$ cat src/sv/i2cs_pkg.sv
package i2cs_pkg;

  // Function codes of an input word
  typedef enum logic [1:0] {
    FUNC_WRITE_REQ = 2'd0,
    FUNC_READ_REQ  = 2'd1,
    FUNC_EVENT     = 2'd2,
    FUNC_UNUSED    = 2'd3
  } i2cs_func_e;

  // Commands handed to the byte-level master core
  typedef enum logic [2:0] {
    CMD_NONE          = 3'd0,
    CMD_SINGLE_SEND   = 3'd1,
    CMD_SEND_START    = 3'd2,
    CMD_SEND_FINISH   = 3'd3,
    CMD_SINGLE_RECV   = 3'd4,
    CMD_RECV_START    = 3'd5,
    CMD_RECV_CONTINUE = 3'd6,
    CMD_RECV_FINISH   = 3'd7
  } i2cs_cmd_e;

  typedef struct packed {
    logic [1:0] func;
    logic [6:0] slave_address;
    logic [7:0] register_address;
    logic [7:0] write_byte;
    logic [7:0] read_length;
    logic       bus_error;
    logic [7:0] received_byte;
  } i2cs_in_t;

  typedef struct packed {
    logic [2:0] command;
    logic [6:0] target_address;
    logic       read_not_write;
    logic [7:0] put_byte;
    logic       byte_valid;
    logic [7:0] byte_index;
    logic [7:0] byte_value;
    logic       done_res;
    logic       failed;
    logic       busy_res;
  } i2cs_out_t;

endpackage

$ cat src/sv/i2cs_out_reg.sv
module i2cs_out_reg (
  input  logic                clk_i,
  input  logic                rst_ni,
  input  logic                load_i,
  input  i2cs_pkg::i2cs_out_t data_i,
  output logic                full_stall_o,
  output logic                out_valid_o,
  input  logic                out_stall_i,
  output i2cs_pkg::i2cs_out_t out_data_o
);
  import i2cs_pkg::*;

  logic      valid_q, valid_d;
  i2cs_out_t data_q;

  // Hold the word while the consumer stalls; refill in the cycle it leaves
  assign full_stall_o = valid_q && out_stall_i;

  always_comb begin
    valid_d = valid_q;
    if (load_i) begin
      valid_d = 1'b1;
    end else if (valid_q && !out_stall_i) begin
      valid_d = 1'b0;
    end
  end

  always_ff @(posedge clk_i or negedge rst_ni) begin
    if (!rst_ni) begin
      valid_q <= 1'b0;
    end else begin
      valid_q <= valid_d;
    end
  end

  always_ff @(posedge clk_i) begin
    if (load_i) begin
      data_q <= data_i;
    end
  end

  assign out_valid_o = valid_q;
  assign out_data_o  = data_q;

endmodule

$ cat src/sv/i2c_register_transaction_sequencer_core.sv
// Channel   Direction  Handshake              Word
// in        input      in_valid_i/in_stall_o  i2cs_in_t: request or core event
// out       output     out_valid_o/out_stall_i i2cs_out_t: command, byte, status
//
// Each accepted input word yields exactly one result word, registered and valid in the next cycle.
// A new word is accepted every cycle while the output is not stalled; the single output register sets the rate.
// Input stalls only while the output register is full and stalled.
// Reset (rst_ni low, asynchronous) returns the sequencer to idle, clears the
// held address, byte and counters, and empties the output register.
module i2c_register_transaction_sequencer_core (
  input  logic                clk_i,
  input  logic                rst_ni,
  input  logic                in_valid_i,
  output logic                in_stall_o,
  input  i2cs_pkg::i2cs_in_t  in_data_i,
  output logic                out_valid_o,
  input  logic                out_stall_i,
  output i2cs_pkg::i2cs_out_t out_data_o
);
  import i2cs_pkg::*;

  typedef enum logic [2:0] {
    PH_IDLE       = 3'd0,
    PH_WRITE_DATA = 3'd1,
    PH_READ_TURN  = 3'd2,
    PH_READ_ONE   = 3'd3,
    PH_READ_MID   = 3'd4,
    PH_READ_END   = 3'd5,
    PH_DONE       = 3'd6
  } phase_e;

  phase_e     phase_q, phase_d;
  logic [6:0] held_sa_q, held_sa_d;
  logic [7:0] held_wb_q, held_wb_d;
  logic [7:0] wanted_q, wanted_d;
  logic [7:0] got_q, got_d;
  i2cs_out_t  res;
  logic       accept;
  logic       full_stall;

  assign in_stall_o = full_stall;
  assign accept     = in_valid_i && !full_stall;

  always_comb begin
    phase_d   = phase_q;
    held_sa_d = held_sa_q;
    held_wb_d = held_wb_q;
    wanted_d  = wanted_q;
    got_d     = got_q;
    res       = '0;
    res.command = CMD_NONE;

    case (in_data_i.func)
      FUNC_WRITE_REQ, FUNC_READ_REQ: begin
        if (phase_q != PH_IDLE) begin
          // refuse, leave the running transaction alone
          res.failed = 1'b1;
        end else if (in_data_i.func == FUNC_READ_REQ && in_data_i.read_length == 8'd0) begin
          res.done_res = 1'b1;
          res.failed   = 1'b1;
        end else begin
          held_sa_d          = in_data_i.slave_address;
          got_d              = 8'd0;
          res.target_address = in_data_i.slave_address;
          res.put_byte       = in_data_i.register_address;
          if (in_data_i.func == FUNC_WRITE_REQ) begin
            held_wb_d   = in_data_i.write_byte;
            wanted_d    = 8'd0;
            res.command = CMD_SEND_START;
            phase_d     = PH_WRITE_DATA;
          end else begin
            wanted_d    = in_data_i.read_length;
            res.command = CMD_SINGLE_SEND;
            phase_d     = PH_READ_TURN;
          end
        end
      end
      FUNC_EVENT: begin
        if (phase_q == PH_IDLE || in_data_i.bus_error) begin
          res.done_res = 1'b1;
          res.failed   = 1'b1;
          phase_d      = PH_IDLE;
        end else begin
          case (phase_q)
            PH_WRITE_DATA: begin
              res.command        = CMD_SEND_FINISH;
              res.target_address = held_sa_q;
              res.put_byte       = held_wb_q;
              phase_d            = PH_DONE;
            end
            PH_READ_TURN: begin
              res.target_address = held_sa_q;
              res.read_not_write = 1'b1;
              if (wanted_q == 8'd1) begin
                res.command = CMD_SINGLE_RECV;
                phase_d     = PH_READ_ONE;
              end else begin
                res.command = CMD_RECV_START;
                phase_d     = PH_READ_MID;
              end
            end
            PH_READ_MID: begin
              res.byte_valid     = 1'b1;
              res.byte_index     = got_q;
              res.byte_value     = in_data_i.received_byte;
              got_d              = got_q + 8'd1;
              res.target_address = held_sa_q;
              res.read_not_write = 1'b1;
              // issue finish before the last byte arrives
              if ({1'b0, got_q} + 9'd2 >= {1'b0, wanted_q}) begin
                res.command = CMD_RECV_FINISH;
                phase_d     = PH_READ_END;
              end else begin
                res.command = CMD_RECV_CONTINUE;
              end
            end
            PH_READ_ONE, PH_READ_END: begin
              res.byte_valid = 1'b1;
              res.byte_index = got_q;
              res.byte_value = in_data_i.received_byte;
              got_d          = got_q + 8'd1;
              res.done_res   = 1'b1;
              phase_d        = PH_IDLE;
            end
            PH_DONE: begin
              res.done_res = 1'b1;
              phase_d      = PH_IDLE;
            end
            default: begin
              res.done_res = 1'b1;
              res.failed   = 1'b1;
              phase_d      = PH_IDLE;
            end
          endcase
        end
      end
      default: begin
        // unused code: state unchanged, result word carries only the busy flag
      end
    endcase

    res.busy_res = (phase_d != PH_IDLE);
  end

  always_ff @(posedge clk_i or negedge rst_ni) begin
    if (!rst_ni) begin
      phase_q   <= PH_IDLE;
      held_sa_q <= 7'd0;
      held_wb_q <= 8'd0;
      wanted_q  <= 8'd0;
      got_q     <= 8'd0;
    end else if (accept) begin
      phase_q   <= phase_d;
      held_sa_q <= held_sa_d;
      held_wb_q <= held_wb_d;
      wanted_q  <= wanted_d;
      got_q     <= got_d;
    end
  end

  i2cs_out_reg u_out_reg (
    .clk_i        (clk_i),
    .rst_ni       (rst_ni),
    .load_i       (accept),
    .data_i       (res),
    .full_stall_o (full_stall),
    .out_valid_o  (out_valid_o),
    .out_stall_i  (out_stall_i),
    .out_data_o   (out_data_o)
  );

  a_accept_gives_result: assert property (@(posedge clk_i) disable iff (!rst_ni)
    accept |=> out_valid_o)
    else $error("accepted word produced no result");

  a_busy_refused: assert property (@(posedge clk_i) disable iff (!rst_ni)
    (accept && phase_q != PH_IDLE &&
     (in_data_i.func == FUNC_WRITE_REQ || in_data_i.func == FUNC_READ_REQ))
    |=> (out_data_o.failed && !out_data_o.done_res && out_data_o.busy_res))
    else $error("request while busy was not refused cleanly");

  a_done_not_busy: assert property (@(posedge clk_i) disable iff (!rst_ni)
    (out_valid_o && out_data_o.done_res) |-> !out_data_o.busy_res)
    else $error("done result still reports busy");

  a_byte_cmd: assert property (@(posedge clk_i) disable iff (!rst_ni)
    (out_valid_o && out_data_o.byte_valid) |->
    (out_data_o.command == CMD_NONE || out_data_o.command == CMD_RECV_CONTINUE ||
     out_data_o.command == CMD_RECV_FINISH))
    else $error("received byte delivered with a send command");

  a_phase_follows_busy: assert property (@(posedge clk_i) disable iff (!rst_ni)
    accept |=> (out_data_o.busy_res == (phase_q != PH_IDLE)))
    else $error("busy flag disagrees with phase");

endmodule

$ cat config.mk
export PLATFORM = sky130hd
export DESIGN_NAME = i2c_register_transaction_sequencer_core
export DESIGN_NICKNAME = d
export VERILOG_FILES = /design/src/sv/i2cs_pkg.sv /design/src/sv/i2cs_out_reg.sv /design/src/sv/i2c_register_transaction_sequencer_core.sv
export SDC_FILE = /design/constraint.sdc
export NUM_CORES = 1
export LEC_CHECK = 0
export BUFFER_PORTS_ARGS = -buffer_cell sky130_fd_sc_hd__buf_2
export CORE_MARGIN = 2
export CORE_UTILIZATION = 40
export CTS_CLUSTER_DIAMETER = 60
export DETAILED_ROUTE_END_ITERATION = 8
export MAX_ROUTING_LAYER = met4
export PLACE_DENSITY_LB_ADDON = 0.08
export SETUP_SLACK_MARGIN = 0.3
export SLEW_MARGIN = 30
export SYNTH_ARGS = -nofsm -noshare
export SYNTH_HDL_FRONTEND = slang
export SYNTH_HIERARCHICAL = 1
export SYNTH_SLANG_ARGS = --single-unit
$ cat constraint.sdc
create_clock -name clk_i -period 2.1 [get_ports clk_i]
set_input_delay 0.105 -clock clk_i [delete_from_list [all_inputs] [get_ports clk_i]]
set_output_delay 0.105 -clock clk_i [all_outputs]
set_load 0.05 [all_outputs]
==> results of run 1 <==
[placed cells by master, fill, tap and decap left out, drive strengths merged, types with 2 or more instances in the layout]
cell | Yosys | final
a211oi | 3 | 3
dfrtp | 35 | 35
nor3 | 5 | 5
buf | 12 | 124
or2 | 2 | 2
edfxtp | 39 | 39
a22o | 15 | 15
nand3 | 20 | 20
xor2 | 8 | 8
nand2b | 4 | 4
mux2 | 8 | 8
nor2b | 3 | 3
dlygate4sd3 | 0 | 19
nand4 | 3 | 3
nand3b | 3 | 3
a21oi | 6 | 6
ha | 10 | 10
clkbuf | 5 | 10
a31oi | 4 | 4
clkinv | 0 | 3
inv | 12 | 14
o31ai | 5 | 5
nor4b | 2 | 2
nor2 | 16 | 16
o21ai | 16 | 16
nand2 | 40 | 40
nor4 | 4 | 4
xnor2 | 4 | 4
and3 | 3 | 6
and2 | 19 | 19
[registers in the layout, summed over array words and instances, names as in the netlist]
register,cells
wanted_q,8
got_q,8
held_wb_q,8
u_out_reg/out_valid_o,1
held_sa_q,7
u_out_reg/out_data_o,39
phase_q,3
[worst max-delay path, cell delays in order (launching register included)]
cell and delay, ns:
dfrtp_1 0.39, and3_4 0.21, nand3_2 0.08, xnor2_1 0.13
ha_1 0.31, a211oi_2 0.18, nand2_1 0.09, a31oi_2 0.17
o21ai_2 0.10, a31oi_2 0.23, o31ai_1 0.10
[worst max-delay path by stage]
stage                     slack (ns)                       end  cells after the start
after global placement         -0.09  u_out_reg/out_data_o[36]                     10
final                          -0.14   u_out_reg/out_data_o[0]                     10
after detailed placement       -0.16  u_out_reg/out_data_o[36]                     10
after global routing           -0.29  u_out_reg/out_data_o[36]                     10
after floorplan                -0.05  u_out_reg/out_data_o[36]                     11
after CTS                      -0.11  u_out_reg/out_data_o[36]                     10
[stage by stage]
step,utilization,cells,worst slack [ns]
6_report,0.576,570,-0.137
5_1_grt,0.576,570,-0.290
4_1_cts,0.552,559,-0.109
3_5_place_dp,0.501,522,-0.164
3_3_place_gp,0.501,522,-0.0855
2_1_floorplan,-,316,-0.0514
[repair_timing]
| action | 4_1_cts | 5_1_grt |
|---|---|---|
| endpoints found under the setup margin | 19 | 34 |
| resized for setup | 5 | 31 |
| pin swaps | 4 | 36 |
| buffers inserted | 2 | 7 |
| hold buffers | 19 | 0 |
| hold endpoints to repair | 53 | 0 |
| cloned | 0 | 4 |
[kinds of logic (layout without fill, tap and decap cells)]
| family | count (synthesis) | count (layout) | share of synthesized area |
|---|---|---|---|
| buffers and inverters | 29 | 172 | 0.0363 |
| muxes | 8 | 8 | 0.0251 |
| DFF | 74 | 74 | 0.571 |
| adders and majority gates | 10 | 10 | 0.0349 |
| and+or+nand+nor | 126 | 129 | 0.191 |
| xor gates and xnor gates | 12 | 12 | 0.0293 |
| AOI/OAI and AO/OA | 57 | 57 | 0.113 |
[routing by layer]
layer / part of all wire / wire [µm] / GRT usage
met5: 0 / 0 / -
met4: 0.016 / 148 / 0.0706
met3: 0.032 / 286 / 0.0362
met2: 0.50 / 4540 / 0.304
met1: 0.45 / 4020 / 0.229
[report_power, final]
part,internal [mW],switching (mW)
registers,1.89,0.189
clock network,0.557,0.576
logic,0.846,1.06
total,3.29,1.83
[area by class of cell]
| class | count | share of cell area |
|---|---|---|
| flip-flops and latches | 74 | 0.409 |
| multi-input cells | 216 | 0.320 |
| repair buffers | 144 | 0.193 |
| well taps | 108 | 0.0269 |
| clock buffers | 9 | 0.0247 |
| clock inverters | 7 | 0.0152 |
| inverters | 12 | 0.0122 |
==> reports/summary.json, run 1 <==
{
  "die": {
    "die-area_um2": 9740,
    "core_area_um2": 8720,
    "num_io_pins": 87,
    "placement_rows": 34,
    "die_width_um": 98.7,
    "initial_standard_cell_utilization_of_the_core": 0.411,
    "chipHeight_um": 98.7
  },
  "global_route": {
    "groute.usage.overall": 0.185,
    "antenna_found_initial": 0,
    "grt_first_pass_wirelength_mm": 13.9,
    "largest_net_degree_at_the_start_of_global_routing": 36,
    "globalRouteOverflowTotal": 0,
    "first_global_vias": 2947
  },
  "clocking": {
    "tritoncts": "done",
    "cts.reportedPaths.clkPinSlew_ns": 0.08,
    "clock_sink_count": 74,
    "clock_tree.root_cell": "clkbuf_8",
    "clock_latency_ns": 0.35,
    "cts_buffer_count": 9,
    "ctsLongestPathBuffers": 2,
    "cts.htree.levels": 3
  },
  "timing": {
    "finalSetupViolations": 3,
    "fin_hold_ws_ns": 0.0143,
    "grt_setup_unrepaired": "yes",
    "max_clock_freq_mhz": 447,
    "worst_pin_slew_ns": 0.848,
    "hold_viol_final": 0,
    "final_period_minus_worst_setup_slack_ns": 2.24,
    "timing.clock.skew_ns": 0.00669,
    "final_min_period_over_clock_period": 1.07,
    "setup_tns_ns": -0.344,
    "slew_headroom": 0.435,
    "timing.final.ws_setup_ns": -0.137,
    "timing_max_transition_violations_final": 0
  },
  "yosys": {
    "synth_sequential_area_ratio": 0.571,
    "yosys_warning_count": 6,
    "synth-async-reset-ratio": 0.473,
    "post_synth_most_frequent_cells": "edfxtp_1, nand2_1, dfrtp_1",
    "number_of_flops_mapped_to_enable_cells_by_yosys": 39,
    "ys.flop_type": "edfxtp_1",
    "synthTopCellsByArea": "edfxtp_1, dfrtp_1, nand2_1",
    "synthDominantAreaCellType": "edfxtp_1",
    "syn-num-nets": 372,
    "synth.cell_area_um2": 3590,
    "synth-seq-cells": 74,
    "synth_area_per_cell_um2": 11.3,
    "synth_top_area_share": 0.327,
    "synthesis.instances": 316,
    "ys_types": 51
  },
  "worst_setup_path": {
    "timing.critical_path.to_type": "flop",
    "ff2ff_setup_slack_ns": -0.14,
    "crit_path_start_kind": "flop",
    "worst_setup_path_startpoint": "got_q[2]",
    "ff2ff_path_depth": 10,
    "path_max_fanout": 4,
    "timing.critical_path.arrival_ns": 2.33,
    "regToRegStartpoint": "got_q[2]",
    "critPathRequiredTime_ns": 2.19,
    "worstSetupPathType": "flop to flop",
    "reg2reg_to": "u_out_reg/out_data_o[0]"
  },
  "placement": {
    "place_hpwl_mm": 5.85,
    "io_buffer_count": 86,
    "gp_congestion": 0.888,
    "post_dp_area_um2": 4370
  },
  "finish": {
    "multiInputGateArea_um2": 1610,
    "areaGrowthSynthToFinish_pct": 40.0,
    "post-route-cell-area_um2": 5020,
    "layout.filler_cells": 745,
    "num-nets-final": 513,
    "diodes": 0,
    "fraction_of_layout_cells_with_a_size_suffix_above_1": 0.424,
    "area.sequential_um2": 2050
  },
  "detailed_routing": {
    "detail_route.wl_per_cell_um": 15.8,
    "average_via_count_per_standard_cell": 5.11,
    "drt_iter0_drc": 100,
    "drc_errors": 0,
    "detail-route-antenna-nets": 0,
    "detail_route.wirelength_mm": 9.00,
    "dr_total_vias": 2911,
    "first_pass_iters": 4
  },
  "worst_hold_path": {
    "worst_hold_startpoint": "in_data_i[15]",
    "hold_depth": 3,
    "worst_hold_path_class": "input pin to flop",
    "min_delay_worst_endpoint": "wanted_q[6]"
  },
  "pwr": {
    "p_per_area_nw_per_um2": 1020,
    "vdd_drop_max_uv": 501,
    "power_total_mw": 5.12,
    "power_leakage_nw": 2.25
  },
  "flow_run": {
    "maxCapViolations": 0
  },
  "status": {
    "outcome": "finished with violations",
    "violated_checks": "setup timing"
  }
}
No activity file was read; power rests on OpenSTA's default activity.
==> run 2, diff against run 1 <==
--- a/config.mk
+++ b/config.mk
@@ -5,11 +5,11 @@
 export SDC_FILE = /design/constraint.sdc
 export NUM_CORES = 1
 export LEC_CHECK = 0
-export BUFFER_PORTS_ARGS = -buffer_cell sky130_fd_sc_hd__buf_2
 export CORE_MARGIN = 2
 export CORE_UTILIZATION = 40
 export CTS_CLUSTER_DIAMETER = 60
 export DETAILED_ROUTE_END_ITERATION = 8
+export DONT_BUFFER_PORTS = 1
 export MAX_ROUTING_LAYER = met4
 export PLACE_DENSITY_LB_ADDON = 0.08
 export SETUP_SLACK_MARGIN = 0.3
==> reports/summary.json, run 2 (same netlist as run 1, synthesis figures left out) <==
{
  "finish": {
    "num-nets-final": {"value": 444, "change": "was 513"},
    "post-route-cell-area": {"value": 4670, "unit": "µm²", "change": "was 5020 µm²"},
    "layout_common_cells": {"value": "dlygate4sd3_1, nand2_1, edfxtp_1, dfrtp_1, buf_4", "change": "was buf_2, edfxtp_1, nand2_1, buf_4, dfrtp_1"},
    "mostFrequentLayoutCell": {"value": "dlygate4sd3_1", "change": "was buf_2"},
    "largest_register_ff_count": {"value": 39, "change": "unchanged"},
    "areaGrowthSynthToFinish": {"value": 30.4, "unit": "%", "change": "was 40.0%"},
    "fraction_of_layout_cells_with_a_size_suffix_above_1": {"value": 0.206, "change": "was 0.424"},
    "final_util": {"value": 0.536, "change": "was 0.576"},
    "diodes": {"value": 0, "change": "unchanged"}
  },
  "status": {
    "outcome": {"value": "finished with violations", "change": "unchanged"},
    "violated_checks": {"value": "setup timing", "change": "unchanged"}
  },
  "clocking": {
    "tritoncts": {"value": "done", "change": "unchanged"},
    "cts.htree.levels": {"value": 3, "change": "unchanged"},
    "clock_tree.root_cell": {"value": "clkbuf_8", "change": "unchanged"},
    "clock_sink_count": {"value": 74, "change": "unchanged"},
    "cts_buffer_count": {"value": 9, "change": "unchanged"},
    "cts.reportedPaths.clkPinSlew": {"value": 0.09, "unit": "ns", "change": "was 0.08 ns"},
    "ctsLongestPathBuffers": {"value": 2, "change": "unchanged"},
    "clock_latency": {"value": 0.35, "unit": "ns", "change": "about the same"}
  },
  "timing": {
    "final_period_minus_worst_setup_slack": {"value": 2.25, "unit": "ns", "change": "was 2.24 ns"},
    "fin_hold_ws": {"value": 0.000547, "unit": "ns", "change": "was 0.0143 ns"},
    "slew_headroom": {"value": 0.575, "change": "was 0.435"},
    "timing_max_transition_violations_final": {"value": 0, "change": "unchanged"},
    "finalSetupViolations": {"value": 3, "change": "unchanged"},
    "worst_pin_slew": {"value": 0.635, "unit": "ns", "change": "was 0.848 ns"},
    "hold_viol_final": {"value": 0, "change": "unchanged"},
    "final_min_period_over_clock_period": {"value": 1.07, "change": "about the same"},
    "grt_setup_unrepaired": {"value": "yes", "change": "unchanged"},
    "timing.final.ws_setup": {"value": -0.154, "unit": "ns", "change": "was -0.137 ns"},
    "timing.clock.skew": {"value": 0.0143, "unit": "ns", "change": "was 0.00669 ns"},
    "max_clock_freq": {"value": 444, "unit": "MHz", "change": "was 447 MHz"}
  },
  "worst_setup_path": {
    "ff2ff_path_depth": {"value": 10, "change": "unchanged"},
    "worst_path_max_delay_cell": {"value": "dfrtp_1", "change": "unchanged"},
    "worstSetupPathType": {"value": "flop to flop", "change": "unchanged"},
    "path_max_fanout": {"value": 4, "change": "unchanged"},
    "ff2ff_setup_slack": {"value": -0.15, "unit": "ns", "change": "was -0.14 ns"},
    "timing.critical_path.to_type": {"value": "flop", "change": "unchanged"},
    "worst_setup_path_startpoint": {"value": "got_q[2]", "change": "unchanged"},
    "critPathRequiredTime": {"value": 2.21, "unit": "ns", "change": "was 2.19 ns"},
    "reg2reg_to": {"value": "u_out_reg/out_data_o[36]", "change": "was u_out_reg/out_data_o[0]"},
    "crit_path_start_kind": {"value": "flop", "change": "unchanged"},
    "crit_end": {"value": "u_out_reg/out_data_o[36]", "change": "was u_out_reg/out_data_o[0]"},
    "regToRegStartpoint": {"value": "got_q[2]", "change": "unchanged"},
    "cp_cell_sequence": {"value": "and3_4 > nand3_4 > xnor2_2 > ha_1 > a211oi_2 > nand2_1 > a31oi_1 > o21ai_2 > a221oi_2 > o31ai_1", "change": "was and3_4 > nand3_2 > xnor2_1 > ha_1 > a211oi_2 > nand2_1 > a31oi_2 > o21ai_2 > a31oi_2 > o31ai_1"},
    "max_stage_delay": {"value": 0.39, "unit": "ns", "change": "about the same"},
    "timing.critical_path.arrival": {"value": 2.36, "unit": "ns", "change": "was 2.33 ns"}
  },
  "detailed_routing": {
    "detail_route.wl_per_cell": {"value": 17.3, "unit": "µm", "change": "was 15.8 µm"},
    "average_via_count_per_standard_cell": {"value": 5.32, "change": "was 5.11"},
    "detail-route-antenna-nets": {"value": 0, "change": "unchanged"},
    "drc_errors": {"value": 0, "change": "unchanged"},
    "dr_total_vias": {"value": 2667, "change": "was 2,911"},
    "drt_iter0_drc": {"value": 81, "change": "was 100"},
    "first_pass_iters": {"value": 6, "change": "was 4"},
    "detail_route.wirelength": {"value": 8.65, "unit": "mm", "change": "was 9.00 mm"}
  },
  "die": {
    "initial_standard_cell_utilization_of_the_core": {"value": 0.411, "change": "unchanged"},
    "core_area": {"value": 8720, "unit": "µm²", "change": "unchanged"},
    "die-area": {"value": 9740, "unit": "µm²", "change": "unchanged"},
    "num_io_pins": {"value": 87, "change": "unchanged"},
    "die_width": {"value": 98.7, "unit": "µm", "change": "unchanged"},
    "placement_rows": {"value": 34, "change": "unchanged"},
    "chipHeight": {"value": 98.7, "unit": "µm", "change": "unchanged"}
  },
  "placement": {
    "place_hpwl": {"value": 5.59, "unit": "mm", "change": "was 5.85 mm"},
    "io_buffer_count": {"value": 0, "change": "was 86"},
    "gp_congestion": {"value": 0.805, "change": "was 0.888"},
    "post_dp_area": {"value": 3930, "unit": "µm²", "change": "was 4370 µm²"}
  },
  "worst_hold_path": {
    "worst_hold_path_class": {"value": "input pin to flop", "change": "unchanged"}
  },
  "global_route": {
    "groute.usage.overall": {"value": 0.187, "change": "was 0.185"},
    "antenna_found_initial": {"value": 0, "change": "unchanged"},
    "globalRouteOverflowTotal": {"value": 0, "change": "unchanged"},
    "largest_net_degree_at_the_start_of_global_routing": {"value": 36, "change": "unchanged"},
    "first_global_vias": {"value": 2631, "change": "was 2,947"},
    "grt_first_pass_wirelength": {"value": 13.7, "unit": "mm", "change": "was 13.9 mm"}
  },
  "pwr": {
    "power_leakage": {"value": 1.93, "unit": "nW", "change": "was 2.25 nW"},
    "p_per_area": {"value": 1030, "unit": "nW/µm²", "change": "was 1020 nW/µm²"},
    "vdd_drop_max": {"value": 458, "unit": "µV", "change": "was 501 µV"}
  },
  "flow_run": {
    "maxCapViolations": {"value": 0, "change": "unchanged"}
  }
}
[run 2: area by class of cell]
type,count,area [µm²]
repair buffers,76,718
multi-input cells,215,1520
clock inverters,5,35.0
flip-flops and latches,74,2050
well taps,108,135
inverters,12,61.3
fillers,770,4050
clock buffers,11,153
[run 2: where the power goes]
part	total (mW)	switching [mW]	internal (mW)
Clock	1.08	0.575	0.504
Sequential	2.35	0.455	1.89
Combinational	1.39	0.716	0.676
Total	4.82	1.75	3.07
[run 2: timing repair]
action,CTS,global route
pin swaps,3,3
setup endpoints to repair,27,39
hold endpoints to repair,85,0
hold buffers,45,0
resized for setup,1,8
cloned,0,2
setup buffers,2,2
[run 2: metrics by stage]
step	total power [mW]	std cells	worst slack (ns)	TNS [ns]
CTS	4.79	497	-0.136	-0.341
floorplan	3.21	316	-0.0514	-0.0886
global placement	3.58	434	-0.0758	-0.151
finish	4.82	501	-0.154	-0.283
global route	5.12	501	-0.280	-0.678
detailed placement	3.61	434	-0.134	-0.330
[run 2: how the worst min path moves through the flow]
stage,startpoint,end,slack [ns],cells past startpoint
finish,in_valid_i,phase_q[1],0.0005,3
global route,in_valid_i,phase_q[1],0.02,3
CTS,in_data_i[40],u_out_reg/out_data_o[2],0.0007,2
detailed placement,rst_ni,held_sa_q[1],-0.19,0
global placement,rst_ni,held_sa_q[1],-0.19,0
floorplan,rst_ni,got_q[0],-0.19,0
[run 2: worst max-delay path: cells and delay by family, from the launching register on]
| family | cells | cell delay (ns) |
|---|---|---|
| compound gates | 5 | 0.81 |
| flops | 1 | 0.39 |
| simple gates | 3 | 0.38 |
| fa+ha+maj | 1 | 0.31 |
| xor+xnor | 1 | 0.14 |
[run 2: routing by layer]
metal / routed length, µm / global-route usage / share of wire
met2: 4390 / 0.300 / 0.51
met4: 176 / 0.0864 / 0.020
met1: 3740 / 0.228 / 0.43
met3: 345 / 0.0362 / 0.040
met5: 0 / - / 0
